--- src/hdl/jsu_pkg.sv ---
`timescale 1ns / 1ps

package jsu_pkg;

    // Width of the internal decoded-byte counter
    localparam int LEN_BITS = 32;

    // Most results one input byte can cause
    localparam int MAX_RES = 6;

    localparam logic [1:0] KIND_DATA  = 2'd0;
    localparam logic [1:0] KIND_DONE  = 2'd1;
    localparam logic [1:0] KIND_ERROR = 2'd2;

    localparam logic [2:0] ERR_NONE       = 3'd0;
    localparam logic [2:0] ERR_UNFINISHED = 3'd1;
    localparam logic [2:0] ERR_ESCAPE     = 3'd2;
    localparam logic [2:0] ERR_HEX        = 3'd3;
    localparam logic [2:0] ERR_CONTROL    = 3'd4;
    localparam logic [2:0] ERR_UTF8       = 3'd5;
    localparam logic [2:0] ERR_TRUNCATED  = 3'd6;

    // Long header needed once the length passes this
    localparam logic [31:0] SHORT_MAX = 32'd126;

    typedef struct packed {
        logic [7:0] in_byte;
        logic       stream_end;
    } in_item_t;

    typedef struct packed {
        logic [1:0]  out_kind;
        logic [7:0]  out_byte;
        logic [2:0]  error_code;
        logic [31:0] string_length;
        logic        long_header;
        logic        last;
    } out_item_t;

endpackage

--- src/hdl/json_string_unescape_utf8_top.sv ---
`timescale 1ns / 1ps

// JSON string body unescaper: feed the bytes after the opening quote, one per
// beat, and it returns the unescaped UTF-8 bytes, then one done beat carrying
// the decoded length (and the long-header flag) on the closing quote, or one
// error beat. A byte that yields at most one result is taken every cycle while
// out_ready is high; a byte that yields more (up to six, e.g. a held high
// surrogate flushed ahead of a 3-byte \uXXXX) holds up the next byte, as the
// result buffer hands out one beat per cycle while out_ready is high and the
// next byte is taken as its last beat leaves. A byte that yields nothing
// (backslash, hex digit) leaves it empty. After done or error every byte but
// a quote is dropped; a quote starts a new string. validate_utf8 must be
// written on the cfg channel while the block is idle; nothing enforces it.
module json_string_unescape_utf8_top (
    input  logic               clk,
    input  logic               rst_n,
    input  logic               in_valid,
    output logic               in_ready,
    input  jsu_pkg::in_item_t  in_data,
    output logic               out_valid,
    input  logic               out_ready,
    output jsu_pkg::out_item_t out_data,
    input  logic               cfg_valid,
    output logic               cfg_ready,
    input  logic               cfg_data
);
    import jsu_pkg::*;

    typedef enum logic [2:0] {
        PH_NORMAL,
        PH_ESCAPE,
        PH_HEX,
        PH_FOLLOW,
        PH_WAIT
    } phase_t;

    localparam logic [7:0] CH_QUOTE  = 8'h22;
    localparam logic [7:0] CH_SLASH  = 8'h2f;
    localparam logic [7:0] CH_BSLASH = 8'h5c;
    localparam logic [7:0] CH_B      = 8'h62;
    localparam logic [7:0] CH_F      = 8'h66;
    localparam logic [7:0] CH_N      = 8'h6e;
    localparam logic [7:0] CH_R      = 8'h72;
    localparam logic [7:0] CH_T      = 8'h74;
    localparam logic [7:0] CH_U      = 8'h75;

    phase_t          phase_reg, phase_next;
    logic [1:0]      hex_count_reg, hex_count_next;
    logic [15:0]     hex_value_reg, hex_value_next;
    logic [9:0]      held_reg, held_next;
    logic            held_valid_reg, held_valid_next;
    logic [1:0]      follow_reg, follow_next;
    logic [LEN_BITS-1:0] count_reg, count_next;
    logic            validate_reg;

    out_item_t       res_reg [MAX_RES];
    out_item_t       res_next [MAX_RES];
    logic [2:0]      cnt_reg, cnt_next;
    logic [2:0]      idx_reg;

    logic            take_out;
    logic            out_last;
    logic            take_in;

    function automatic logic [4:0] hex_digit(input logic [7:0] c);
        logic [4:0] r;
        r = 5'd0;
        if (c inside {[8'h30:8'h39]})
        begin
            r = {1'b1, 4'(c - 8'h30)};
        end
        else if (c inside {[8'h61:8'h66]})
        begin
            r = {1'b1, 4'(c - 8'h57)};
        end
        else if (c inside {[8'h41:8'h46]})
        begin
            r = {1'b1, 4'(c - 8'h37)};
        end
        return r;
    endfunction

    function automatic out_item_t mk_data(input logic [7:0] b);
        out_item_t r;
        r = '0;
        r.out_kind = KIND_DATA;
        r.out_byte = b;
        return r;
    endfunction

    assign cfg_ready = 1'b1;
    assign out_valid = (cnt_reg != 3'd0);
    assign out_last  = (idx_reg == 3'(cnt_reg - 3'd1));
    assign take_out  = out_valid && out_ready;
    assign in_ready  = (cnt_reg == 3'd0) || (take_out && out_last);
    assign take_in   = in_valid && in_ready;

    always_comb
    begin
        out_data = res_reg[idx_reg];
        out_data.last = out_last;
    end

    always_comb
    begin : decode
        logic [7:0]  c;
        logic [7:0]  pay [4];
        logic [2:0]  np;
        logic        do_flush;
        logic        done_f;
        logic        err_f;
        logic [2:0]  err_c;
        logic [4:0]  hd;
        logic [15:0] v;
        logic [20:0] cp;
        logic [2:0]  n;
        logic [LEN_BITS:0] sum;
        logic [LEN_BITS-1:0] sat;
        out_item_t   tail;

        c = in_data.in_byte;
        phase_next      = phase_reg;
        hex_count_next  = hex_count_reg;
        hex_value_next  = hex_value_reg;
        held_next       = held_reg;
        held_valid_next = held_valid_reg;
        follow_next     = follow_reg;
        count_next      = count_reg;
        for (int i = 0; i < 4; i++)
        begin
            pay[i] = 8'h00;
        end
        np       = 3'd0;
        do_flush = 1'b0;
        done_f   = 1'b0;
        err_f    = 1'b0;
        err_c    = ERR_NONE;
        hd       = hex_digit(c);
        v        = {hex_value_reg[11:0], hd[3:0]};
        cp       = {1'b0, held_reg, v[9:0]} + 21'h10000;

        if (phase_reg == PH_WAIT)
        begin
            if (!in_data.stream_end && c == CH_QUOTE)
            begin
                phase_next      = PH_NORMAL;
                hex_count_next  = 2'd0;
                hex_value_next  = 16'h0000;
                held_next       = 10'd0;
                held_valid_next = 1'b0;
                follow_next     = 2'd0;
                count_next      = '0;
            end
        end
        else if (in_data.stream_end)
        begin
            err_f = 1'b1;
            case (phase_reg)
                PH_ESCAPE: err_c = ERR_ESCAPE;
                PH_FOLLOW: err_c = ERR_TRUNCATED;
                default:   err_c = ERR_UNFINISHED;
            endcase
        end
        else
        begin
            case (phase_reg)
                PH_ESCAPE:
                begin
                    phase_next = PH_NORMAL;
                    do_flush   = 1'b1;
                    np         = 3'd1;
                    case (c)
                        CH_QUOTE, CH_SLASH, CH_BSLASH: pay[0] = c;
                        CH_B: pay[0] = 8'h08;
                        CH_F: pay[0] = 8'h0c;
                        CH_N: pay[0] = 8'h0a;
                        CH_R: pay[0] = 8'h0d;
                        CH_T: pay[0] = 8'h09;
                        CH_U:
                        begin
                            do_flush       = 1'b0;
                            np             = 3'd0;
                            hex_count_next = 2'd0;
                            hex_value_next = 16'h0000;
                            phase_next     = PH_HEX;
                        end
                        default:
                        begin
                            do_flush = 1'b0;
                            np       = 3'd0;
                            err_f    = 1'b1;
                            err_c    = ERR_ESCAPE;
                        end
                    endcase
                end
                PH_HEX:
                begin
                    if (!hd[4])
                    begin
                        err_f = 1'b1;
                        err_c = ERR_HEX;
                    end
                    else if (hex_count_reg != 2'd3)
                    begin
                        hex_count_next = 2'(hex_count_reg + 2'd1);
                        hex_value_next = v;
                    end
                    else
                    begin
                        hex_count_next = 2'd0;
                        hex_value_next = 16'h0000;
                        phase_next     = PH_NORMAL;
                        if (v inside {[16'hdc00:16'hdfff]} && held_valid_reg)
                        begin
                            // merge pending high surrogate into one 4-byte form
                            held_valid_next = 1'b0;
                            held_next       = 10'd0;
                            np     = 3'd4;
                            pay[0] = 8'hf0 + {5'd0, cp[20:18]};
                            pay[1] = {2'b10, cp[17:12]};
                            pay[2] = {2'b10, cp[11:6]};
                            pay[3] = {2'b10, cp[5:0]};
                        end
                        else
                        begin
                            do_flush        = 1'b1;
                            held_valid_next = 1'b0;
                            held_next       = 10'd0;
                            if (v < 16'h0080)
                            begin
                                np     = 3'd1;
                                pay[0] = v[7:0];
                            end
                            else if (v < 16'h0800)
                            begin
                                np     = 3'd2;
                                pay[0] = {3'b110, v[10:6]};
                                pay[1] = {2'b10, v[5:0]};
                            end
                            else if (v inside {[16'hd800:16'hdbff]})
                            begin
                                // hold back: merged with a following low surrogate, else flushed or dropped on error
                                held_next       = v[9:0];
                                held_valid_next = 1'b1;
                            end
                            else
                            begin
                                np     = 3'd3;
                                pay[0] = {4'b1110, v[15:12]};
                                pay[1] = {2'b10, v[11:6]};
                                pay[2] = {2'b10, v[5:0]};
                            end
                        end
                    end
                end
                PH_FOLLOW:
                begin
                    if (c[7:6] != 2'b10)
                    begin
                        err_f = 1'b1;
                        err_c = ERR_UTF8;
                    end
                    else
                    begin
                        np          = 3'd1;
                        pay[0]      = c;
                        follow_next = 2'(follow_reg - 2'd1);
                        if (follow_reg == 2'd1)
                        begin
                            phase_next = PH_NORMAL;
                        end
                    end
                end
                default:
                begin
                    phase_next = PH_NORMAL;
                    if (c == CH_BSLASH)
                    begin
                        phase_next = PH_ESCAPE;
                    end
                    else if (c == CH_QUOTE)
                    begin
                        do_flush   = 1'b1;
                        done_f     = 1'b1;
                        phase_next = PH_WAIT;
                    end
                    else if (c < 8'h20)
                    begin
                        err_f = 1'b1;
                        err_c = ERR_CONTROL;
                    end
                    else if (c < 8'h80 || !validate_reg)
                    begin
                        do_flush = 1'b1;
                        np       = 3'd1;
                        pay[0]   = c;
                    end
                    else if (c inside {[8'hc0:8'hf7]})
                    begin
                        do_flush   = 1'b1;
                        np         = 3'd1;
                        pay[0]     = c;
                        phase_next = PH_FOLLOW;
                        if (c < 8'he0)
                        begin
                            follow_next = 2'd1;
                        end
                        else if (c < 8'hf0)
                        begin
                            follow_next = 2'd2;
                        end
                        else
                        begin
                            follow_next = 2'd3;
                        end
                    end
                    else
                    begin
                        err_f = 1'b1;
                        err_c = ERR_UTF8;
                    end
                end
            endcase
        end

        if (err_f)
        begin
            // drop any held surrogate
            phase_next      = PH_WAIT;
            held_valid_next = 1'b0;
            held_next       = 10'd0;
        end

        // assemble result list: flushed surrogate, payload bytes, then tail
        for (int i = 0; i < MAX_RES; i++)
        begin
            res_next[i] = '0;
        end
        n = 3'd0;
        if (do_flush && held_valid_reg)
        begin
            if (!(phase_reg == PH_HEX && held_valid_next))
            begin
                held_valid_next = 1'b0;
                held_next       = 10'd0;
            end
            res_next[0] = mk_data(8'hed);
            res_next[1] = mk_data({4'b1010, held_reg[9:6]});
            res_next[2] = mk_data({2'b10, held_reg[5:0]});
            n = 3'd3;
        end
        for (int i = 0; i < 4; i++)
        begin
            if (3'(i) < np)
            begin
                res_next[n] = mk_data(pay[i]);
                n = 3'(n + 3'd1);
            end
        end

        sum = {1'b0, count_reg} + (LEN_BITS + 1)'(n);
        sat = sum[LEN_BITS] ? {LEN_BITS{1'b1}} : sum[LEN_BITS-1:0];
        if (phase_reg != PH_WAIT)
        begin
            count_next = sat;
        end

        tail = '0;
        if (done_f)
        begin
            tail.out_kind      = KIND_DONE;
            tail.string_length = 32'(sat);
            tail.long_header   = (32'(sat) > SHORT_MAX);
        end
        else
        begin
            tail.out_kind   = KIND_ERROR;
            tail.error_code = err_c;
        end
        if (done_f || err_f)
        begin
            res_next[n] = tail;
            n = 3'(n + 3'd1);
        end
        cnt_next = n;
    end

    always_ff @(posedge clk or negedge rst_n)
    begin
        if (!rst_n)
        begin
            phase_reg      <= PH_NORMAL;
            hex_count_reg  <= 2'd0;
            hex_value_reg  <= 16'h0000;
            held_reg       <= 10'd0;
            held_valid_reg <= 1'b0;
            follow_reg     <= 2'd0;
            count_reg      <= '0;
            validate_reg   <= 1'b0;
            cnt_reg        <= 3'd0;
            idx_reg        <= 3'd0;
            for (int i = 0; i < MAX_RES; i++)
            begin
                res_reg[i] <= '0;
            end
        end
        else
        begin
            if (cfg_valid)
            begin
                validate_reg <= cfg_data;
            end
            if (take_in)
            begin
                phase_reg      <= phase_next;
                hex_count_reg  <= hex_count_next;
                hex_value_reg  <= hex_value_next;
                held_reg       <= held_next;
                held_valid_reg <= held_valid_next;
                follow_reg     <= follow_next;
                count_reg      <= count_next;
                cnt_reg        <= cnt_next;
                idx_reg        <= 3'd0;
                for (int i = 0; i < MAX_RES; i++)
                begin
                    res_reg[i] <= res_next[i];
                end
            end
            else if (take_out)
            begin
                // advance to the next result, or empty the buffer after the last
                if (out_last)
                begin
                    cnt_reg <= 3'd0;
                    idx_reg <= 3'd0;
                end
                else
                begin
                    idx_reg <= 3'(idx_reg + 3'd1);
                end
            end
        end
    end

endmodule

--- config.mk ---
export PLATFORM = sky130hd
export DESIGN_NAME = json_string_unescape_utf8_top
export DESIGN_NICKNAME = d
export VERILOG_FILES = /design/src/hdl/jsu_pkg.sv /design/src/hdl/json_string_unescape_utf8_top.sv
export SDC_FILE = /design/constraint.sdc
export NUM_CORES = 1
export LEC_CHECK = 0
export ABC_CLOCK_PERIOD_IN_PS = 9500
export BUFFER_PORTS_ARGS = -buffer_cell sky130_fd_sc_hd__buf_2
export CORE_MARGIN = 2
export CORE_UTILIZATION = 40
export DETAILED_ROUTE_END_ITERATION = 7
export HOLD_SLACK_MARGIN = 0.02
export PLACE_DENSITY_LB_ADDON = 0.1
export SLEW_MARGIN = 5
export SYNTH_ARGS = -nofsm -noshare
export SYNTH_HDL_FRONTEND = slang
export SYNTH_SLANG_ARGS = --single-unit
--- constraint.sdc ---
create_clock -name clk -period 9.5 [get_ports clk]
set_clock_uncertainty 0.2 [all_clocks]
set_input_delay 1.9 -clock clk [delete_from_list [all_inputs] [get_ports clk]]
set_output_delay 1.9 -clock clk [all_outputs]
set_load 0.02 [all_outputs]
# == Yosys cells after proc, flatten, opt, wreduce, memory -nomap -nowiden ==
# Index checks and enable logic that the tools add are counted.
# word_totals
wordCells,364
regBits,351
output_inout_bits,50
# classes
n_addsub,15
n_reduce_logical,41
n_eq_ne,34
order_cmp,34
mux,188
n_bitwise,6
# ops
cell,n
$bwmux 282,5
$mux 282,5
$demux 47 s3,5
$mux 47,7
$mux 32,8
$bmux 47 s3,1
$mux 139,1
$mux 10,13
$mux 3,37
$mux 12,6
$mux 24,3
$mux 8,9
$eq 8x7->1 const B,7
$mux 2,24
$pmux 8 s6,1
$mux 1,47
$add 32x3->33,1
$mux 33,1
$ge 16x16->1 const B,2
$gt 32x7->1 const B,1
$le 16x16->1 const B,2
$mux 16,2
$pmux 3 s3,3
$ge 4x4->1 const B,6
other kinds (55),121

# == Logic depth before layout (Yosys ltp) ==
# Gate-level depths: netlist of the first run.
# depth
ltp_word,31
mapped_depth,35
ltp_nobuf,29

# == Least setup slack after synthesis of the first run ==
# OpenSTA, ideal clock, no wires.
# synth_path
kind,input-to-reg
start,input in_data[1] (netlist bit)
end,register res_reg[1] (netlist bit)
arrival_ps,9024
n_path_buf,6
stages,30
setup_slack_ps,136
path_cell_list,inv_1 ha_1 o21ba_2 o21ai_1 a21oi_1 buf_2 a22o_1 o21a_1 clkbuf_1 buf_1 fa_1 clkbuf_1 clkbuf_1 xor2_1 ha_1 xor2_1 a22oi_1 xnor2_2 inv_2 buf_4 ha_1 nand2b_1 a2111oi_2 nand3_1 nor3_1 xnor2_1 nand2_1 or4b_2 nor4_2 o21ai_0
# synth_via
elab_chain_cells,31
elab_cells_between_ends,142
# synth_lines
item,line,rtl
from (decl),json_string_unescape_utf8_top.sv:19,"input jsu_pkg::in_item_t in_data,"
"parallel branches: the longest is 30 deep, another holds $ge 16x16->1",-,
$mux 282 (*),json_string_unescape_utf8_top.sv:380,if (done_f || err_f)
"to (signal, indexed assignment)",json_string_unescape_utf8_top.sv:426,res_reg[i] <= res_next[i];
to (decl),json_string_unescape_utf8_top.sv:56,out_item_t res_reg [MAX_RES];
# Mark *: on every way between the ends.
# A chain may end at the register's enable or synchronous reset.

# == Worst setup path after layout of the first run ==
# layout_path
start,input in_data[1] (netlist bit)
end,register res_reg[95] (netlist bit)
# The elaborated chain is that of the path after synthesis.

==> metrics.csv, run 1 <==
stage,metric,value,unit
synth,average cell area after synthesis,9.49,um2
cts,cts hold-fix bufs,0,
global_routing,largest net degree at the start of global routing,96,
floorplan,Die X,219,um
floorplan,I/O pin count,65,
floorplan,number of cell rows,78,
critical_path,critical-path maximum fanout,8,
synth,portion of the post-synthesis area used by sequential elements,0.461,
sta,total count of hold-check failures in the final report,0,
floorplan,starting utilization of the core area,0.406,
layout,multi-input gate area in the final layout,9150,um2
cts,largest buffer count on any clock path,3,
critical_path,worst endpoint data arrival time,9040,ps
critical_path,worst r2r src,hex_value_reg[6],
sta,minimum setup slack in the final design,685,ps
pwr,PD cells,202,nW/um2
outcome,result of the run,"finished, final reports clean",
drt,routed length per placed instance,22.2,um
min_path,kind of path behind the tightest hold check,register to register,
sta,slew at the pin with the worst max-slew slack,1210,ps
critical_path,type of element launching the critical path,input port,
job,count of max-cap constraint violations,0,
sta,number of endpoints failing setup at the final stage,0,
synth,Main synth FF type,sky130_fd_sc_hd__dfrtp_1,
placement,Post-Place Worst Slack,-139,ps
pwr,reported leakage power,8.93,nW
floorplan,area inside the core boundary,45600,um2
global_routing,total congestion overflow,0,
synth,most frequent cell after synthesis,sky130_fd_sc_hd__dfrtp_1,
synth,count of state elements after synthesis,341,
layout,diode count,0,
drt,remaining design rule violation count,0,
critical_path,WP data required,9730,ps
cts,Clock transition at path regs,60,ps
pwr,worst ir drop on vdd,0.000129,V
drt,via count,15300,
critical_path,Critical path origin,in_data[1],
synth,Synth cell types,89,
critical_path,Worst path max stage delay,790,ps
drt,first-iteration detailed-routing DRC count,1179,
drt,detailed-router iteration count before antenna repair,5,
critical_path,Crit Path Class,input port to register,
floorplan,die footprint,48000,um2
cts,Post-CTS Setup Repair Bufs,0,
layout,share of post-route cells with drive strength above 1,0.142,
drt,met3 wire length,2390,um
placement,port buffer count,63,
cts,# H-tree levels,2,
synth,post-synth design cell area,18500,um2
min_path,hold wc startpoint,res_reg[233],
synth,share of flip-flops with an asynchronous set or reset,1.00,
drt,met1 routed wirelength after detailed routing,25700,um
layout,fraction of the core area covered by cells at the end of the flow,0.456,
placement,placed wire-length estimate after detailed placement,38100,um
sta,Worst Hold Slack,267,ps
synth,fraction of synthesized cell area taken by the top area cell type,0.461,
cts,source-to-sink clock delay at the later pin of the worst-skew pair,570,ps
synth,instance count of the mapped netlist,1952,
placement,placer's final routability congestion estimate,0.889,
drt,residual antenna-violating net count after detailed routing,0,
sta,final slew viol count,0,
global_routing,vias in the first global route,15200,
critical_path,top cell family by delay on the critical path,simple AND/OR/NAND/NOR gates,
drt,routed via count divided by cell count,5.90,
critical_path,"Max stage delay cell, worst path",sky130_fd_sc_hd__or4b_2,
critical_path,endpoint class of the critical path,register,
cts,number of buffers created by CTS,40,
drt,Routed WL,57400,um
layout,Layout area overhead,12.2,%
synth,Yosys top cell by area,sky130_fd_sc_hd__dfrtp_1,
cts,TritonCTS clock tree,yes,
synth,biggest area contributors in the synthesized netlist,"sky130_fd_sc_hd__dfrtp_1 (46%), sky130_fd_sc_hd__nand2_1 (6.9%), sky130_fd_sc_hd__o21ai_0 (6.2%)",
global_routing,overall fraction of global-route tracks in use,0.245,
layout,max FFs per register,272,
cts,CTS Root Cell,sky130_fd_sc_hd__clkbuf_16,
sta,final worst path period share,0.928,
synth,Yosys warning total,0,
layout,final std cells w/o fill,2590,
drt,Met2 Routed Length,28300,um
synth,post-synthesis net count,1992,
placement,dpl cells,2519,
floorplan,height of the die,219,um
layout,FF+latch area,8540,um2
synth,cell types with the highest counts after synthesis,"sky130_fd_sc_hd__dfrtp_1 (341), sky130_fd_sc_hd__nand2_1 (340), sky130_fd_sc_hd__o21ai_0 (231)",
layout,filler instances,4360,
synth,number of synthesized flops with an enable pin,0,
drt,top metal layer carrying routed signals,met4,
global_routing,first-pass GRT wire length,91600,um
sta,unrepaired setup endpoints after global routing,no,
cts,number of sinks driven by the clock tree,341,
global_routing,initial antenna violation count,0,
critical_path,Worst Path Buf+Inv,5,
sta,Final Critical Period,8810,ps
sta,highest clock frequency the design can meet,0.113,GHz
layout,layout net count,2001,
sta,tightest slew margin relative to the limit,0.189,
-- final timing paths --
check / end / slack, ps / cells after the start
min: res_reg[233] / 270 / 2
max: res_reg[95] / 690 / 27
min reg2reg: res_reg[233] / 270 / 2
max in group asynchronous: idx_reg[0] / 6620 / 2
max reg2reg: res_reg[95] / 1650 / 23
min in group asynchronous: res_reg[244] / 1060 / 1
-- placed cells by master, fill, tap and decap left out, types with 6 or more instances in the layout --
cell,count
sky130_fd_sc_hd__nand3_1,75
sky130_fd_sc_hd__inv_1,73
sky130_fd_sc_hd__a41oi_1,6
sky130_fd_sc_hd__o21ai_0,231
sky130_fd_sc_hd__or2_2,7
sky130_fd_sc_hd__a311oi_1,6
sky130_fd_sc_hd__clkbuf_8,6
sky130_fd_sc_hd__and2_1,11
sky130_fd_sc_hd__o211ai_1,15
sky130_fd_sc_hd__nor2_1,90
sky130_fd_sc_hd__a211oi_1,7
sky130_fd_sc_hd__xor2_1,9
sky130_fd_sc_hd__nor3_1,24
sky130_fd_sc_hd__nand2b_1,9
sky130_fd_sc_hd__and3_1,17
sky130_fd_sc_hd__a22o_1,111
sky130_fd_sc_hd__nor3_2,8
sky130_fd_sc_hd__a21oi_1,42
sky130_fd_sc_hd__o21ai_1,7
sky130_fd_sc_hd__ha_1,23
sky130_fd_sc_hd__clkbuf_16,41
sky130_fd_sc_hd__mux2_2,11
sky130_fd_sc_hd__a31oi_1,16
sky130_fd_sc_hd__o22ai_1,50
sky130_fd_sc_hd__buf_2,62
sky130_fd_sc_hd__buf_4,49
sky130_fd_sc_hd__mux2i_1,53
sky130_fd_sc_hd__nand4_1,11
sky130_fd_sc_hd__dfrtp_1,338
sky130_fd_sc_hd__nand2_1,339
sky130_fd_sc_hd__mux4_2,45
sky130_fd_sc_hd__nand3b_1,6
sky130_fd_sc_hd__xnor2_1,25
sky130_fd_sc_hd__clkinv_2,10
sky130_fd_sc_hd__o31ai_1,8
sky130_fd_sc_hd__clkbuf_1,6
sky130_fd_sc_hd__a2bb2oi_1,7
sky130_fd_sc_hd__or3_1,14
-- report_power, final --
| group | switching (mW) | total (mW) | internal, mW |
|---|---|---|---|
| clock | 0.643 | 1.59 | 0.951 |
| combinational | 0.677 | 0.970 | 0.293 |
| sequential | 0.111 | 1.64 | 1.53 |
-- tightest hold or removal path: stages, from the launching register on --
cell	delay, ps
sky130_fd_sc_hd__dfrtp_1	340
sky130_fd_sc_hd__nand2_1	50
sky130_fd_sc_hd__nand2_1	50
-- cell type report --
class	instances	share of cell area
clock inverters	18	0.0112
flip-flops and latches	341	0.411
multi-input cells	1389	0.440
repair buffers	112	0.0334
clock buffers	53	0.0544
well taps	600	0.0361
inverters	77	0.0139
-- metal layers --
metal	vias up	track usage
met5	-	0
met1	7746	0.337
met3	88	0.0310
met2	371	0.412
li1	7070	-
met4	0	0.0565
-- per-stage QoR --
stage	power, mW	instance area [um2]	setup TNS [ps]
2_1_floorplan	2.30	18500	0
3_3_place_gp	2.63	19400	-30.7
3_5_place_dp	2.64	19400	-601
4_1_cts	4.25	20800	0
5_1_grt	4.41	20800	0
6_report	4.20	20800	0
-- kinds of logic after synthesis --
group	after synthesis	synth area share
buffers and inverters	222	0.0475
AOI/OAI and AO/OA	564	0.201
DFF	341	0.461
xor gates and xnor gates	36	0.0178
and+or+nand+nor	654	0.164
muxes	109	0.0901
adders and majority gates	25	0.0177
other	1	0.000203
-- repair_timing --
action	CTS	global route
endpoints found under the setup margin	0	6
resized for setup	0	3
endpoints found under the hold margin	0	0
No activity file was read; power rests on OpenSTA's default activity.
==> run 2, diff against run 1 <==
- ABC_CLOCK_PERIOD_IN_PS: 9500 -> 11200
- clock period: 9.5 -> 11.2 ns (I/O delays scaled with it)
==> run 2 against run 1 <==
  * Clock power shrank 14%
  * Via count shrank 0.81%
  * Final cell count shrank 0.58%
  * Worst hold slack gained 7.6 ps
  * Clock-buffer cell count grew 5
  * Largest cell class unchanged
==> metrics.csv, run 2 (same netlist as run 1, synthesis figures left out) <==
stage,metric,value,unit
outcome,result of the run,"finished, final reports clean",
floorplan,Die X,219,um
critical_path,Worst Path Buf+Inv,5,
layout,"most common cell after layout, fill and taps aside",sky130_fd_sc_hd__nand2_1,
layout,max FFs per register,272,
critical_path,Worst path max stage delay,990,ps
pwr,power consumption,3.56,mW
sta,tightest slew margin relative to the limit,0.219,
cts,TritonCTS clock tree,yes,
floorplan,I/O pin count,65,
critical_path,depth of the most critical reg-to-reg path,24,
critical_path,worst r2r src,phase_reg[2],
sta,setup TNS after final layout,0,ps
sta,unrepaired setup endpoints after global routing,no,
cts,cts hold-fix bufs,0,
floorplan,height of the die,219,um
critical_path,end point of the critical path,res_reg[48],
pwr,worst ir drop on vdd,0.0000941,V
cts,largest buffer count on any clock path,3,
layout,diode count,0,
critical_path,critical-path maximum fanout,19,
drt,met3 wire length,2190,um
global_routing,largest net degree at the start of global routing,156,
layout,filler instances,4379,
critical_path,worst endpoint data arrival time,10680,ps
job,count of max-cap constraint violations,0,
critical_path,Critical path origin,in_data[8],
global_routing,initial antenna violation count,0,
critical_path,top cell family by delay on the critical path,simple AND/OR/NAND/NOR gates,
layout,layout net count,1985,
sta,final worst path period share,0.934,
cts,number of sinks driven by the clock tree,341,
critical_path,"Max stage delay cell, worst path",sky130_fd_sc_hd__fa_1,
sta,final slew viol count,0,
drt,routed length per placed instance,22.3,um
floorplan,number of cell rows,78,
sta,total count of hold-check failures in the final report,0,
cts,source-to-sink clock delay at the later pin of the worst-skew pair,560,ps
global_routing,first-pass GRT wire length,91600,um
cts,Clock transition at path regs,60,ps
critical_path,type of element launching the critical path,input port,
placement,placed wire-length estimate after detailed placement,37700,um
critical_path,WP data required,11420,ps
sta,highest clock frequency the design can meet,0.0956,GHz
cts,# H-tree levels,2,
cts,Post-CTS Setup Repair Bufs,0,
drt,routed via count divided by cell count,5.88,
drt,via count,15200,
drt,Met2 Routed Length,28200,um
layout,Layout area overhead,11.6,%
critical_path,Crit Path Class,input port to register,
cts,CTS Root Cell,sky130_fd_sc_hd__clkbuf_16,
drt,residual antenna-violating net count after detailed routing,0,
drt,top metal layer carrying routed signals,met4,
critical_path,number of gates on the worst path with buffers counted,25,
critical_path,minimum setup slack among reg-to-reg paths,2100,ps
pwr,reported leakage power,8.85,nW
drt,first-iteration detailed-routing DRC count,1335,
layout,share of post-route cells with drive strength above 1,0.133,
layout,"commonest non-fill, non-tap cells in the layout","sky130_fd_sc_hd__nand2_1 (339), sky130_fd_sc_hd__dfrtp_1 (338), sky130_fd_sc_hd__o21ai_0 (231), sky130_fd_sc_hd__a22o_1 (111), sky130_fd_sc_hd__nor2_1 (90)",
floorplan,starting utilization of the core area,0.406,
min_path,kind of path behind the tightest hold check,register to register,
cts,CTS resizes,0,
placement,port buffer count,63,
drt,Routed WL,57400,um
sta,number of endpoints failing setup at the final stage,0,
sta,slew at the pin with the worst max-slew slack,1160,ps
floorplan,die footprint,48000,um2
cts,number of buffers created by CTS,40,
critical_path,endpoint of the worst register-to-register path,res_reg[48],
global_routing,overall fraction of global-route tracks in use,0.245,
drt,met1 routed wirelength after detailed routing,25500,um
placement,placer's final routability congestion estimate,0.939,
sta,Worst Hold Slack,275,ps
global_routing,total congestion overflow,0,
floorplan,area inside the core boundary,45600,um2
global_routing,vias in the first global route,15500,
pwr,PD cells,172,nW/um2
critical_path,endpoint class of the critical path,register,
drt,remaining design rule violation count,0,
drt,detailed-router iteration count before antenna repair,6,
sta,Final Critical Period,10460,ps
-- run 2: worst register-to-register path, stage by stage (launching register included) --
cell,delay [ps]
sky130_fd_sc_hd__dfrtp_1,580
sky130_fd_sc_hd__nor3b_2,530
sky130_fd_sc_hd__nand2_1,160
sky130_fd_sc_hd__a211oi_2,270
sky130_fd_sc_hd__buf_4,250
sky130_fd_sc_hd__and2_1,370
sky130_fd_sc_hd__or2_2,260
sky130_fd_sc_hd__inv_1,130
sky130_fd_sc_hd__fa_1,990
sky130_fd_sc_hd__ha_1,370
sky130_fd_sc_hd__inv_1,120
sky130_fd_sc_hd__nor3_1,190
sky130_fd_sc_hd__a22oi_1,160
sky130_fd_sc_hd__xnor2_4,420
sky130_fd_sc_hd__inv_2,280
sky130_fd_sc_hd__ha_1,430
sky130_fd_sc_hd__nand2b_1,140
sky130_fd_sc_hd__a2111oi_2,580
sky130_fd_sc_hd__nand3_1,330
sky130_fd_sc_hd__nor3_1,300
sky130_fd_sc_hd__xnor2_1,140
sky130_fd_sc_hd__nand2_1,220
sky130_fd_sc_hd__or4b_2,750
sky130_fd_sc_hd__nor4_2,600
sky130_fd_sc_hd__o21ai_0,180
-- run 2: power by group --
| group | total (mW) | internal [mW] | switching (mW) |
|---|---|---|---|
| clock | 1.36 | 0.816 | 0.539 |
| sequential | 1.35 | 1.29 | 0.0530 |
| combinational | 0.855 | 0.247 | 0.607 |
| total | 3.56 | 2.36 | 1.20 |
-- run 2: worst min path at each step --
stage / cells after the start / end / from / slack, ps
2_1_floorplan: 2 / res_reg[233] / res_reg[233] / 230
3_3_place_gp: 2 / res_reg[186] / res_reg[186] / 250
3_5_place_dp: 2 / res_reg[92] / res_reg[92] / 260
4_1_cts: 2 / res_reg[92] / res_reg[92] / 280
5_1_grt: 2 / res_reg[125] / res_reg[125] / 300
6_report: 2 / res_reg[155] / res_reg[155] / 270
-- run 2: final cells by class --
type | count | area [um2] | share of cell area
Timing Repair Buffer | 96 | 586 | 0.0283
Clock inverter | 14 | 211 | 0.0102
Multi-Input combinational cell | 1389 | 9140 | 0.442
Tap cell | 600 | 751 | 0.0363
Inverter | 77 | 289 | 0.0140
Clock buffer | 58 | 1160 | 0.0561
Sequential cell | 341 | 8540 | 0.413
-- run 2: per-stage QoR --
step / util / cell area, um2 / worst slack (ps) / cells
floorplan: - / 18500 / 1500 / 1952
global placement: 0.423 / 19300 / 294 / 2503
detailed placement: 0.423 / 19300 / 13.2 / 2503
CTS: 0.453 / 20700 / 593 / 2575
global route: 0.454 / 20700 / 53.1 / 2575
finish: 0.454 / 20700 / 740 / 2575
-- run 2: metal layers --
| layer | track usage | up-vias |
|---|---|---|
| met5 | 0 | - |
| met4 | 0.0748 | 0 |
| met3 | 0.0297 | 81 |
| met2 | 0.417 | 333 |
| met1 | 0.326 | 7695 |
| li1 | - | 7043 |
